$ cat src/hdl/assert_macros.svh
// Assertion macros shared by the vertex normal averaging RTL.
// Included by bare file name; no other dependencies.
`ifndef ASSERT_MACROS_SVH
`define ASSERT_MACROS_SVH

// Same-cycle implication, checked at every rising edge outside reset
`define VNA_ASSERT_IMP(label, clk, rst, pre, post, msg) \
   label: assert property (@(posedge clk) disable iff (rst) (pre) |-> (post)) \
      else $error(msg);

// Next-cycle implication, checked at every rising edge outside reset
`define VNA_ASSERT_NXT(label, clk, rst, pre, post, msg) \
   label: assert property (@(posedge clk) disable iff (rst) (pre) |=> (post)) \
      else $error(msg);

`endif

$ cat src/hdl/vna_pkg.sv
// Shared types and fixed widths of the vertex normal averaging block.
// No dependencies.
`default_nettype none

package vna_pkg;

   localparam int COORD_W     = 24;
   localparam int EDGE_W      = COORD_W + 1;
   localparam int NORMAL_FRAC = 14;
   localparam int NORM_W      = NORMAL_FRAC + 2;

   // One triangle, as offered on the input channel
   typedef struct packed {
      logic signed [COORD_W-1:0] p1_x;
      logic signed [COORD_W-1:0] p1_y;
      logic signed [COORD_W-1:0] p1_z;
      logic signed [COORD_W-1:0] p2_x;
      logic signed [COORD_W-1:0] p2_y;
      logic signed [COORD_W-1:0] p2_z;
      logic signed [COORD_W-1:0] p3_x;
      logic signed [COORD_W-1:0] p3_y;
      logic signed [COORD_W-1:0] p3_z;
      logic                      last_face;
   } vna_req_type;

   // Averaged vertex normal
   typedef struct packed {
      logic signed [NORM_W-1:0] normal_x;
      logic signed [NORM_W-1:0] normal_y;
      logic signed [NORM_W-1:0] normal_z;
   } vna_rsp_type;

   // Classified face, passed from the front end to the back end
   typedef struct packed {
      logic signed [EDGE_W-1:0] e1_x;
      logic signed [EDGE_W-1:0] e1_y;
      logic signed [EDGE_W-1:0] e1_z;
      logic signed [EDGE_W-1:0] e2_x;
      logic signed [EDGE_W-1:0] e2_y;
      logic signed [EDGE_W-1:0] e2_z;
      logic                     active;
      logic                     last;
   } vna_face_type;

endpackage

`default_nettype wire

$ cat src/hdl/vna_front.sv
// Front end: takes triangles, forms edge vectors, marks faces past the limit.
// Depends on vna_pkg.
`default_nettype none

module vna_front import vna_pkg::*; #(
   parameter int MAX_FACES = 255
) (
   input  logic         clock,
   input  logic         reset,
   input  logic         req_valid,
   output logic         req_stall,
   input  vna_req_type  req_data,
   output logic         push,
   output vna_face_type push_data,
   input  logic         full
);

   localparam int CNT_W = $clog2(MAX_FACES + 1);

   logic [CNT_W-1:0] cnt_ff;
   logic             active;

   assign req_stall = full;
   assign push      = req_valid && !full;
   assign active    = (cnt_ff < CNT_W'(MAX_FACES));

   // edges e1 = p1 - p2, e2 = p2 - p3
   always_comb begin
      push_data.e1_x   = EDGE_W'($signed(req_data.p1_x)) - EDGE_W'($signed(req_data.p2_x));
      push_data.e1_y   = EDGE_W'($signed(req_data.p1_y)) - EDGE_W'($signed(req_data.p2_y));
      push_data.e1_z   = EDGE_W'($signed(req_data.p1_z)) - EDGE_W'($signed(req_data.p2_z));
      push_data.e2_x   = EDGE_W'($signed(req_data.p2_x)) - EDGE_W'($signed(req_data.p3_x));
      push_data.e2_y   = EDGE_W'($signed(req_data.p2_y)) - EDGE_W'($signed(req_data.p3_y));
      push_data.e2_z   = EDGE_W'($signed(req_data.p2_z)) - EDGE_W'($signed(req_data.p3_z));
      push_data.active = active;
      push_data.last   = req_data.last_face;
   end

   // per-vertex face count, for the limit check only
   always_ff @(posedge clock) begin
      if (reset) begin
         cnt_ff <= '0;
      end else if (push) begin
         if (req_data.last_face) cnt_ff <= '0;
         else if (active)        cnt_ff <= cnt_ff + CNT_W'(1);
      end
   end

endmodule

`default_nettype wire

$ cat config.mk
export PLATFORM = sky130hd
export DESIGN_NAME = vna_front
export DESIGN_NICKNAME = d
export VERILOG_FILES = /design/src/hdl/assert_macros.svh /design/src/hdl/vna_pkg.sv /design/src/hdl/vna_front.sv
export SDC_FILE = /design/constraint.sdc
export NUM_CORES = 1
export LEC_CHECK = 0
export BUFFER_PORTS_ARGS = -buffer_cell sky130_fd_sc_hd__buf_2
export CAP_MARGIN = 20
export CELL_PAD_IN_SITES_DETAIL_PLACEMENT = 1
export CELL_PAD_IN_SITES_GLOBAL_PLACEMENT = 1
export CORE_MARGIN = 3
export CORE_UTILIZATION = 29
export CTS_BUF_LIST = sky130_fd_sc_hd__clkbuf_16
export CTS_CLUSTER_DIAMETER = 120
export DETAILED_ROUTE_END_ITERATION = 6
export MAX_ROUTING_LAYER = met4
export PLACE_DENSITY = 0.86
export SLEW_MARGIN = 10
export SYNTH_ARGS = -nofsm -noshare
export SYNTH_HDL_FRONTEND = slang
export SYNTH_SLANG_ARGS = --single-unit
$ cat constraint.sdc
create_clock -name clock -period 2.85 [get_ports clock]
set_input_delay 0.4275 -clock clock [delete_from_list [all_inputs] [get_ports clock]]
set_output_delay 0.4275 -clock clock [all_outputs]
set_load 0.02 [all_outputs]
Word-level counts from Yosys, hierarchy flattened --
Index checks and enable logic that the tools add are counted.
Word-level totals: bits in registers 8, bits of input ports 221, output and inout port bits 154
Cells by class: add/subtract/negate cells 7, order comparisons 1, muxes and demuxes 2, reductions and logical operators 4
Operators with widths (number):
- $sub 24x24->25 | 6
- $mux 8 | 2
- $add 8x1->8 const B | 1
- $lt 8x8->1 const B | 1
- $reduce_and 2->1 | 1
- $reduce_bool 2->1 | 1
- $logic_and 1x1->1 | 1
- $logic_not 1->1 | 1

Depth between registers and ports, before layout --
depth in word-level cells 3, depth in mapped cells 12, gate-level depth less buffers 12

Worst setup path before layout --
No wires, ideal clock.
path kind input to output, start point in req_data[193] (netlist bit), end point out push_data[149] (netlist bit), arrival 2.799 ns, slack -0.376 ns, stages on the path 12, path through inv_1 > ha_1 > fa_1 > nor2b_1 > o2111ai_1 > and3_1 > nor4_1 > o21bai_1 > a31oi_1 > o21a_1 > nor2_1 > xnor2_1
RTL lines:
- start, declared | line vna_front.sv:12 | input vna_req_type req_data,
- end, declared | line vna_front.sv:14 | output vna_face_type push_data,

==> impl_metrics.py <==
metrics = {
    "final_layout": {
        "stdcell_area_sq_mm": 0.0149,
        "multiInputGateArea_sq_mm": 0.00854,
        "syn_to_final_growth_pct": 98.5,
        "regMostFlops": "cnt_ff",
        "final_cells": 2104,
        "layout.nets": 2142,
        "regArea_sq_um": 160,
        "largestRegisters": "cnt_ff (8)",
        "num-fill-cells": 3001,
        "drive_gt1_frac": 0.551,
        "largest_reg_flops": 8,
    },
    "timing": {
        "fin_hold_ws_ns": 0.475,
        "skew_ns": 0.00142,
        "slew-limit-headroom": 0.650,
        "slew_violations": 0,
        "final_hold_viol_count": 0,
        "grt_setup_unrepaired": "true",
        "finalCritPeriodShare": 1.24,
        "final.setup.worst_slack_ns": -0.691,
        "max_freq_ghz": 0.282,
        "setup-violations-final": 90,
        "tightestPinTransition_ns": 0.522,
        "tns_ns": -27.64,
        "min_period_ns": 3.54,
    },
    "global_routing": {
        "antenna_found_initial": 6,
        "grt_pass1_vias": 12800,
        "track_usage": 0.311,
        "grt_overflow": 0,
        "grt_pass1_wl_mm": 69.2,
        "grt_max_degree": 13,
    },
    "synth": {
        "yosys.area.top_type": "ha_1",
        "synth_area_leaders": "ha_1 (24%), xnor2_1 (9.9%), inv_1 (9.8%)",
        "yosysMostFrequentCell": "inv_1",
        "ys_seq_area_frac": 0.0214,
        "synth_edf_count": 0,
        "synth_nets": 1479,
        "syn_area_sq_mm": 0.00748,
        "ys_top_cells_by_count": "inv_1 (196), ha_1 (145), a21oi_1 (105)",
        "ys.flop_type": "dfxtp_1",
        "synth_top_area_share": 0.242,
        "ys_async_sr_fraction": 0,
        "syn_inst": 1107,
        "avgSynthCellArea_sq_um": 6.76,
        "ys_types": 61,
        "ys_warn_count": 0,
        "ys_ff_latch": 8,
    },
    "critical_path": {
        "crit_path_cell_trace": "buf_12, inv_12, ha_4, fa_2, nor2b_2, o21a_1, o211ai_1, nand4_1, a31oi_1, buf_4, o41ai_4, a221o_1, a2111oi_2, a21o_1, buf_6",
        "cp-end-kind": "primary output",
        "cp.required_ns": 2.42,
        "cp-start-kind": "input port",
        "cp_max_fo": 2,
        "worst-endpoint-arrival_ns": 3.11,
        "worstSetupPathType": "in -> out",
        "crit_path_max_incr_delay_ns": 0.38,
        "cpMaxStageDelayCell": "a2111oi_2",
    },
    "power_and_ir_drop": {
        "peakVddDrop_v": 0.000275,
        "p_comb_frac": 0.933,
        "p_seq_frac": 0.022,
        "pwr-share-clk": 0.046,
        "p_sw_frac": 0.531,
        "power.total_mw": 5.30,
        "p_per_area_mw_per_mm2": 357,
        "p_int_mw": 2.48,
        "switching_power_mw": 2.82,
        "leakagePower_nw": 7.76,
    },
    "route": {
        "viasPerCell": 5.91,
        "ant_nets": 0,
        "drt_wl_total_mm": 56.2,
        "routedWlPerCell_microns": 26.7,
        "drc": 0,
        "first_pass_iters": 5,
        "vias": 12400,
        "drtIter0Drc": 872,
    },
    "placed_design": {
        "gp_congestion": 0.933,
        "post-place-cells": 2010,
        "io_buffer_count": 374,
        "dp_hpwl_mm": 29.3,
        "post_dp_cell_area_sq_mm": 0.0118,
    },
    "clock_tree": {
        "clk_latency_ns": 0.24,
        "cts_sinks": 8,
        "cts_tree": "built",
        "clk_root_buffer_cell": "clkbuf_16",
        "clock_path_buffers": 2,
        "clk_pin_slew_ns": 0.04,
        "htree_levels": 1,
        "cts_buffers": 3,
        "holdBufCountCts": 0,
    },
    "floorplanning": {
        "fp.coreArea_sq_mm": 0.0253,
        "io_pins": 375,
        "die-area_sq_mm": 0.0278,
        "die_h_microns": 167,
        "start_util": 0.296,
        "die_w_microns": 167,
        "rows": 58,
    },
    "hold_path": {
        "worstHoldPathType": "in -> reg",
    },
    "status": {
        "outcome": "finished, violations left",
        "violations": "setup timing",
    },
    "flow_run": {
        "maxCapViolCount": 0,
    },
}
==> power groups by stage <==
stage                     Combinational, mW  Clock, mW  Sequential [mW]
final                                  4.94      0.241            0.114
after global routing                   5.12      0.249            0.114
after CTS                              4.05      0.240            0.114
after detailed placement               3.50          0            0.116
after global placement                 3.37          0            0.116
after floorplan                        2.10          0            0.116
==> placed cells by master (no fill, tap or decap), drive strengths merged, types with 29 or more instances in the layout <==
| master | Yosys | routed |
|---|---|---|
| a21o | 50 | 50 |
| ha | 145 | 145 |
| buf | 4 | 669 |
| xnor2 | 85 | 85 |
| inv | 196 | 195 |
| o21a | 29 | 29 |
| a21oi | 105 | 105 |
| nand2 | 57 | 57 |
| xor2 | 29 | 29 |
| o21ai | 65 | 65 |
| nor2 | 96 | 96 |
==> per-layer routing <==
layer  wire length (microns)  GRT usage  vias to the layer above
met1                   19100      0.317                     5929
met4                    4820      0.135                        0
met2                   28000      0.584                      936
met3                    4320     0.0510                      408
li1                        -          -                     5164
met5                       0          -                        -
==> critical path, delay by kind of cell <==
family,cells,cell delay (ns)
compound gates,7,1.65
fa+ha+maj,2,0.35
buf+inv,4,0.45
simple gates,2,0.24
==> timing repair <==
item,CTS,global route
gates cloned,0,0
pin swaps,169,138
gates resized for setup,322,218
endpoints found under the setup margin,88,96
setup buffers,51,63
hold endpoints to repair,0,0
==> cell families (layout without fill, tap and decap cells) <==
kind of cell,count (synthesis),after routing,synth area share
other,0,6,0
flip-flops,8,8,0.0214
XOR/XNOR,114,114,0.133
AO/OA/AOI/OAI,345,345,0.302
multiplexers,1,1,0.00134
adder cells (fa/ha/maj),151,151,0.259
buffers and inverters,207,868,0.105
AND/OR/NAND/NOR,281,281,0.178
==> per-stage QoR <==
stage / setup slack [ns] / util
6_report: -0.691 / 0.588
4_1_cts: -0.431 / 0.537
2_1_floorplan: -0.0906 / -
5_1_grt: -0.788 / 0.588
3_3_place_gp: -0.548 / 0.469
3_5_place_dp: -0.675 / 0.469
==> area by class of cell <==
cell class | instances | area share
repair buffers | 669 | 0.325
inverters | 196 | 0.0549
multi-input cells | 892 | 0.575
well taps | 330 | 0.0278
diodes | 6 | 0.00101
flip-flops and latches | 8 | 0.0108
clock buffers | 3 | 0.00505
==> final timing paths <==
kind / startpoint / to / cells after the start / slack (ns)
min reg2reg: cnt_ff[2] / cnt_ff[2] / 2 / 0.50
min: reset / cnt_ff[2] / 2 / 0.47
max reg2reg: cnt_ff[0] / cnt_ff[2] / 8 / 0.64
max: req_data[169] / push_data[126] / 15 / -0.69
(Power assumes the default switching activity.)
