File: config.mk
export PLATFORM = sky130hd
export DESIGN_NAME = vna_queue
export DESIGN_NICKNAME = d
export VERILOG_FILES = /design/src/hdl/assert_macros.svh /design/src/hdl/vna_pkg.sv /design/src/hdl/vna_queue.sv
export SDC_FILE = /design/constraint.sdc
export NUM_CORES = 1
export LEC_CHECK = 0
export ABC_CLOCK_PERIOD_IN_PS = 5500
export BUFFER_PORTS_ARGS = -buffer_cell sky130_fd_sc_hd__buf_2
export CORE_AREA = 2 2 157 159
export CTS_BUF_LIST = sky130_fd_sc_hd__clkbuf_8
export CTS_CLUSTER_SIZE = 30
export DETAILED_ROUTE_END_ITERATION = 16
export DIE_AREA = 0 0 159 161
export PLACE_DENSITY = 0.85
export RECOVER_POWER = 25
export SETUP_SLACK_MARGIN = 0.15
export SYNTH_ARGS = -nofsm -noshare
export SYNTH_HDL_FRONTEND = slang
export SYNTH_SLANG_ARGS = --single-unit
File: constraint.sdc
create_clock -name clock -period 5.5 [get_ports clock]
set_input_delay 0.275 -clock clock [delete_from_list [all_inputs] [get_ports clock]]
set_output_delay 0.275 -clock clock [all_outputs]
set_load 0.005 [all_outputs]
File: src/hdl/assert_macros.svh
// Assertion macros shared by the vertex normal averaging RTL.
// Included by bare file name; no other dependencies.
`ifndef ASSERT_MACROS_SVH
`define ASSERT_MACROS_SVH

// Same-cycle implication, checked at every rising edge outside reset
`define VNA_ASSERT_IMP(label, clk, rst, pre, post, msg) \
   label: assert property (@(posedge clk) disable iff (rst) (pre) |-> (post)) \
      else $error(msg);

// Next-cycle implication, checked at every rising edge outside reset
`define VNA_ASSERT_NXT(label, clk, rst, pre, post, msg) \
   label: assert property (@(posedge clk) disable iff (rst) (pre) |=> (post)) \
      else $error(msg);

`endif

File: src/hdl/vna_pkg.sv
// Shared types and fixed widths of the vertex normal averaging block.
// No dependencies.
`default_nettype none

package vna_pkg;

   localparam int COORD_W     = 24;
   localparam int EDGE_W      = COORD_W + 1;
   localparam int NORMAL_FRAC = 14;
   localparam int NORM_W      = NORMAL_FRAC + 2;

   // One triangle, as offered on the input channel
   typedef struct packed {
      logic signed [COORD_W-1:0] p1_x;
      logic signed [COORD_W-1:0] p1_y;
      logic signed [COORD_W-1:0] p1_z;
      logic signed [COORD_W-1:0] p2_x;
      logic signed [COORD_W-1:0] p2_y;
      logic signed [COORD_W-1:0] p2_z;
      logic signed [COORD_W-1:0] p3_x;
      logic signed [COORD_W-1:0] p3_y;
      logic signed [COORD_W-1:0] p3_z;
      logic                      last_face;
   } vna_req_type;

   // Averaged vertex normal
   typedef struct packed {
      logic signed [NORM_W-1:0] normal_x;
      logic signed [NORM_W-1:0] normal_y;
      logic signed [NORM_W-1:0] normal_z;
   } vna_rsp_type;

   // Classified face, passed from the front end to the back end
   typedef struct packed {
      logic signed [EDGE_W-1:0] e1_x;
      logic signed [EDGE_W-1:0] e1_y;
      logic signed [EDGE_W-1:0] e1_z;
      logic signed [EDGE_W-1:0] e2_x;
      logic signed [EDGE_W-1:0] e2_y;
      logic signed [EDGE_W-1:0] e2_z;
      logic                     active;
      logic                     last;
   } vna_face_type;

endpackage

`default_nettype wire

File: src/hdl/vna_queue.sv
// Two-entry queue of classified faces between front and back end.
// Depends on vna_pkg.
`default_nettype none

module vna_queue import vna_pkg::*; (
   input  logic         clock,
   input  logic         reset,
   input  logic         push,
   input  vna_face_type push_data,
   output logic         full,
   input  logic         pop,
   output logic         pop_valid,
   output vna_face_type pop_data
);

   localparam int DEPTH = 2;
   localparam int PTR_W = $clog2(DEPTH);
   localparam int CNT_W = $clog2(DEPTH + 1);

   vna_face_type     mem_ff [DEPTH];
   logic [PTR_W-1:0] wr_ptr_ff;
   logic [PTR_W-1:0] rd_ptr_ff;
   logic [CNT_W-1:0] count_ff;
   logic             do_push;
   logic             do_pop;

   assign full      = (count_ff == CNT_W'(DEPTH));
   assign pop_valid = (count_ff != '0);
   assign pop_data  = mem_ff[rd_ptr_ff];
   assign do_push   = push && !full;
   assign do_pop    = pop && pop_valid;

   // storage
   always_ff @(posedge clock) begin
      if (do_push) begin
         mem_ff[wr_ptr_ff] <= push_data;
      end
   end

   // pointers and fill level
   always_ff @(posedge clock) begin
      if (reset) begin
         wr_ptr_ff <= '0;
         rd_ptr_ff <= '0;
         count_ff  <= '0;
      end else begin
         if (do_push) wr_ptr_ff <= wr_ptr_ff + PTR_W'(1);
         if (do_pop)  rd_ptr_ff <= rd_ptr_ff + PTR_W'(1);
         if (do_push && !do_pop) count_ff <= count_ff + CNT_W'(1);
         else if (do_pop && !do_push) count_ff <= count_ff - CNT_W'(1);
      end
   end

endmodule

`default_nettype wire

# Yosys cells after proc, flatten, opt, wreduce, memory -nomap -nowiden
# Memories as Yosys holds them, arrays and structs flattened. A register that Yosys moved wholly into a read port is not among the register bits.
# Cells that the tools add are included.
dict set report totals {
  regBits 4
  ramBits 304
  inputBits 156
  out_inout_bits 154
  elab_cells 24
  n_memories 1
}
# memory words width read_ports rd_clocked_by_memory_dff wr line_no
set memory_table {}
lappend memory_table {mem_ff 2 152 1 1 1 vna_queue.sv:20} ;# vna_face_type mem_ff [DEPTH];
dict set report classes {
  n_addsub 4
  eq_ne 1
  muxes 6
  reduce_logical 9
}
# operator count
set op_table {}
lappend op_table {{1-bit logical AND} 4}
lappend op_table {{1-bit 2-to-1 mux} 4}
lappend op_table {{2-bit 2-to-1 mux} 2}
lappend op_table {{2-bit nonzero test} 2}
lappend op_table {{1-bit zero test} 3}
lappend op_table {{1-bit adder (second input constant)} 2}
lappend op_table {{2-bit by 1-bit adder with 2-bit output (second input constant)} 1}
lappend op_table {{2-bit equality test (second input constant)} 1}
lappend op_table {{2-bit by 1-bit subtractor with 2-bit output (second input constant)} 1}

# Depth between registers and ports, before layout
dict set report logic_depth {
  depth_word 7
  depth_mapped 6
  depth_no_buf 6
}

# Worst setup path after synthesis
# No wires, ideal clock.
dict set report synth_timing {
  path_kind {flip-flop to flip-flop}
  startpoint {reg count_ff[0]}
  endpoint {mem mem_ff[1][0] (netlist bit), enable pin}
  setup_time_ns 0.530
  arrival_time_ns 4.098
  required_time_ns 4.970
  slack_ns 0.871
  path_stages_with_launch 4
  path_buffers 0
  period_less_slack_ns 4.629
  cell_sequence {dfxtp_1 -> nor2b_1 -> nor2_1 -> and2_1}
}
dict set report synth_between {
  elab_chain_len 5
}
# element line_no
set synth_lines {}
lappend synth_lines {{start, declared} vna_queue.sv:23} ;# logic [CNT_W-1:0] count_ff;
lappend synth_lines {{start signal, assigned} vna_queue.sv:49} ;# if (do_push && !do_pop) count_ff <= count_ff + CNT_W'(1);
lappend synth_lines {{start signal, assigned} vna_queue.sv:50} ;# else if (do_pop && !do_push) count_ff <= count_ff - CNT_W'(1);
lappend synth_lines {{2-bit equality test} vna_queue.sv:27} ;# assign full = (count_ff == CNT_W'(DEPTH));
lappend synth_lines {{via full} vna_queue.sv:10} ;# output logic full,
lappend synth_lines {{1-bit zero test} vna_queue.sv:30} ;# assign do_push = push && !full;
lappend synth_lines {{1-bit logical AND} vna_queue.sv:30}
lappend synth_lines {{1-bit 2-to-1 mux} vna_queue.sv:35} ;# if (do_push) begin
lappend synth_lines {{1-bit 2-to-1 mux (implied by the code)} vna_queue.sv:36} ;# mem_ff[wr_ptr_ff] <= push_data;
lappend synth_lines {{end, declared} vna_queue.sv:20}
# The timed path passes the listed nets, and every way through them passes these cells.

==> impl_metrics.tcl <==
set metrics [dict create \
    rsz0062_at_grt "false" \
    wl_mm 25.4 \
    fin_ws_ps 2470 \
    synth_most_common_cell "edfxtp_1" \
    gp_congestion 0.748 \
    clockBufferDepth 3 \
    synthTopCellsByArea "edfxtp_1 (79%), mux2_4 (10%), mux2_2 (7.0%), buf_6 (0.98%), dfxtp_1 (0.87%)" \
    grt_max_degree 120 \
    postCtsHoldBufs 153 \
    cts_setup_buffers 0 \
    swShare_pct 26.8 \
    critPathRequiredTime_ps 5220 \
    postSynth.asyncResetShare_pct 0 \
    grt-ovfl-total 0 \
    fin_util_pct 65.3 \
    maxSlewViolCount 0 \
    dp.final_hpwl_mm 14.0 \
    crit_family "flip-flops" \
    setup_tns_ps 0 \
    grt_pass1_vias 7137 \
    synthesis.area_um2 11500 \
    final_cell_area_um2 15600 \
    ant_nets 0 \
    port_buffers 309 \
    crit_fanout 85 \
    synth_top_cells_by_count "edfxtp_1 (304), mux2_4 (80), mux2_2 (72)" \
    antenna_found_initial 3 \
    path_buf_inv 2 \
    hold_violations 0 \
    relSlewSlack_pct 23.7 \
    crit_chain "buf_12, mux2_2, buf_2" \
    synth_seq_cells 309 \
    pin_count 310 \
    rows 57 \
    dieHeight_um 161 \
    power.density_nw_per_um2 407 \
    synth_top_area_cell "edfxtp_1" \
    placed_cell_area_um2 13400 \
    irDropWorstVdd_uv 395 \
    ys_warn_count 0 \
    drive_above_1_share_pct 43.5 \
    drt_pass1_iterations 4 \
    setup_viol 0 \
    internal-power_mw 4.67 \
    cts_resized 0 \
    grt.total_usage_pct 19.4 \
    ys_seq_area_share_pct 80.2 \
    p_sw_mw 1.70 \
    fillers 1624 \
    fmax_ghz 0.330 \
    clk_pin_slew_ps 60 \
    vias 6556 \
    crit_arrival_ps 2760 \
    maxCapViolations 0 \
    die_area_um2 25600 \
    slowest_delay_ps 1030 \
    synth_edf_count 304 \
    synth_cells 498 \
    clkPwrFrac_pct 26.1 \
    hold_path_class "input pin to flip-flop" \
    drcViolationCount 0 \
    crit_slowest_cell "dfxtp_4" \
    insertion_delay_ps 540 \
    seqPwrFrac_pct 49.1 \
    cp-end-kind "primary output" \
    ys.flop_type "edfxtp_1" \
    nNetsFinal 1153 \
    cts.sinks 309 \
    cts_root_buf "clkbuf_8" \
    critPathKind "flip-flop to primary output" \
    syn-num-nets 655 \
    ys_types 16 \
    start_util_pct 48.0 \
    worstSetupStartpointType "flip-flop" \
    htreeDepth 2 \
    skew_ps 21.3 \
    pre_cts_slack_ps 2730 \
    die-width_um 159 \
    post_drt_wl_per_cell_um 18.7 \
    grt_pass1_wl_mm 38.4 \
    min_period_ps 3030 \
    status "finished clean" \
    postSynthAreaPerCell_um2 23.1 \
    worst_pin_slew_ps 1140 \
    synth.top_cell.area_share_pct 79.3 \
    drtIter0Drc 352 \
    cts_tree "yes" \
    via_per_inst 4.82 \
    finalCritPeriodShare_pct 55.1 \
    core_um2 24000 \
    p_leak_nw 5.92 \
    numCtsBuffers 48 \
    areaGrowthSynthToFinish_pct 35.9 \
    combinationalPowerShare_pct 24.9 \
]
[logic make-up after synthesis]
family	after synthesis	share of synthesized area [%]
mux	152	17.5
compound gates	5	0.217
xor+xnor	3	0.228
flops	309	80.2
buf+inv	19	1.35
fa+ha+maj	1	0.109
simple gates	9	0.402
[power groups by stage]
stage,Combinational [mW],Sequential [mW],Clock [mW]
final,1.58,3.12,1.66
after CTS,1.59,3.12,1.69
after detailed placement,1.49,3.17,0
after floorplan,1.00,3.11,0
after global routing,1.69,3.16,1.82
after global placement,1.46,3.15,0
[cell usage in the layout, fill, tap and decap left out, drive strengths merged]
| cell | count |
|---|---|
| mux2 | 152 |
| clkinv | 21 |
| nor2b | 1 |
| buf | 236 |
| or3 | 2 |
| nor2 | 4 |
| ha | 1 |
| clkbuf | 125 |
| clkinvlp | 1 |
| dlygate4sd3 | 153 |
| diode | 4 |
| dfxtp | 5 |
| xor2 | 3 |
| inv | 16 |
| and2 | 1 |
| a21oi | 2 |
| or2 | 1 |
| o21ai | 3 |
| edfxtp | 304 |
[worst register-to-register path: cells and delay by family, from the launching register on]
family | cells | cell delay, ps
buf+inv | 2 | 1480
simple gates | 2 | 570
flops | 1 | 410
[layer usage]
metal | global-route usage [%] | wire length, um | up-vias
li1 | - | - | 2992
met4 | 9.26 | 1050 | 0
met5 | 0 | 0 | -
met2 | 34.8 | 13300 | 309
met1 | 21.2 | 9320 | 3182
met3 | 5.55 | 1740 | 73
[final timing paths]
path,startpoint,to,slack [ps],cells past startpoint
setup / recovery,flip-flop,pop_data[129],2470,3
hold / removal,pop,rd_ptr_ff,210,4
setup reg to reg,count_ff[0],mem_ff[0][53],2670,4
hold reg to reg,rd_ptr_ff,rd_ptr_ff,530,2
[metrics by stage]
stage               total power [mW]  hold WS, ps  instances
global placement                4.61          462       1117
floorplan                       4.11          344        498
global route                    6.67          270       1357
finish                          6.37          212       1359
detailed placement              4.66          466       1117
CTS                             6.41          117       1355
[state kept, by name, indices dropped and copies added (netlist names), named ones only]
| register | cells |
|---|---|
| count_ff | 2 |
| mem_ff | 304 |
| rd_ptr_ff | 1 |
| wr_ptr_ff | 1 |
[layout make-up]
cell class / instances / area (um^2) / area share [%]
clock inverter: 36 / 146 / 0.936
clock buffer: 49 / 674 / 4.31
antenna: 4 / 10.0 / 0.0640
sequential: 309 / 9230 / 59.0
inverter: 2 / 12.5 / 0.0800
tap: 324 / 405 / 2.59
timing repair buffer: 465 / 3030 / 19.4
multi-input combinational: 170 / 2120 / 13.6
Note: power is estimated with default switching activity, not from simulation.
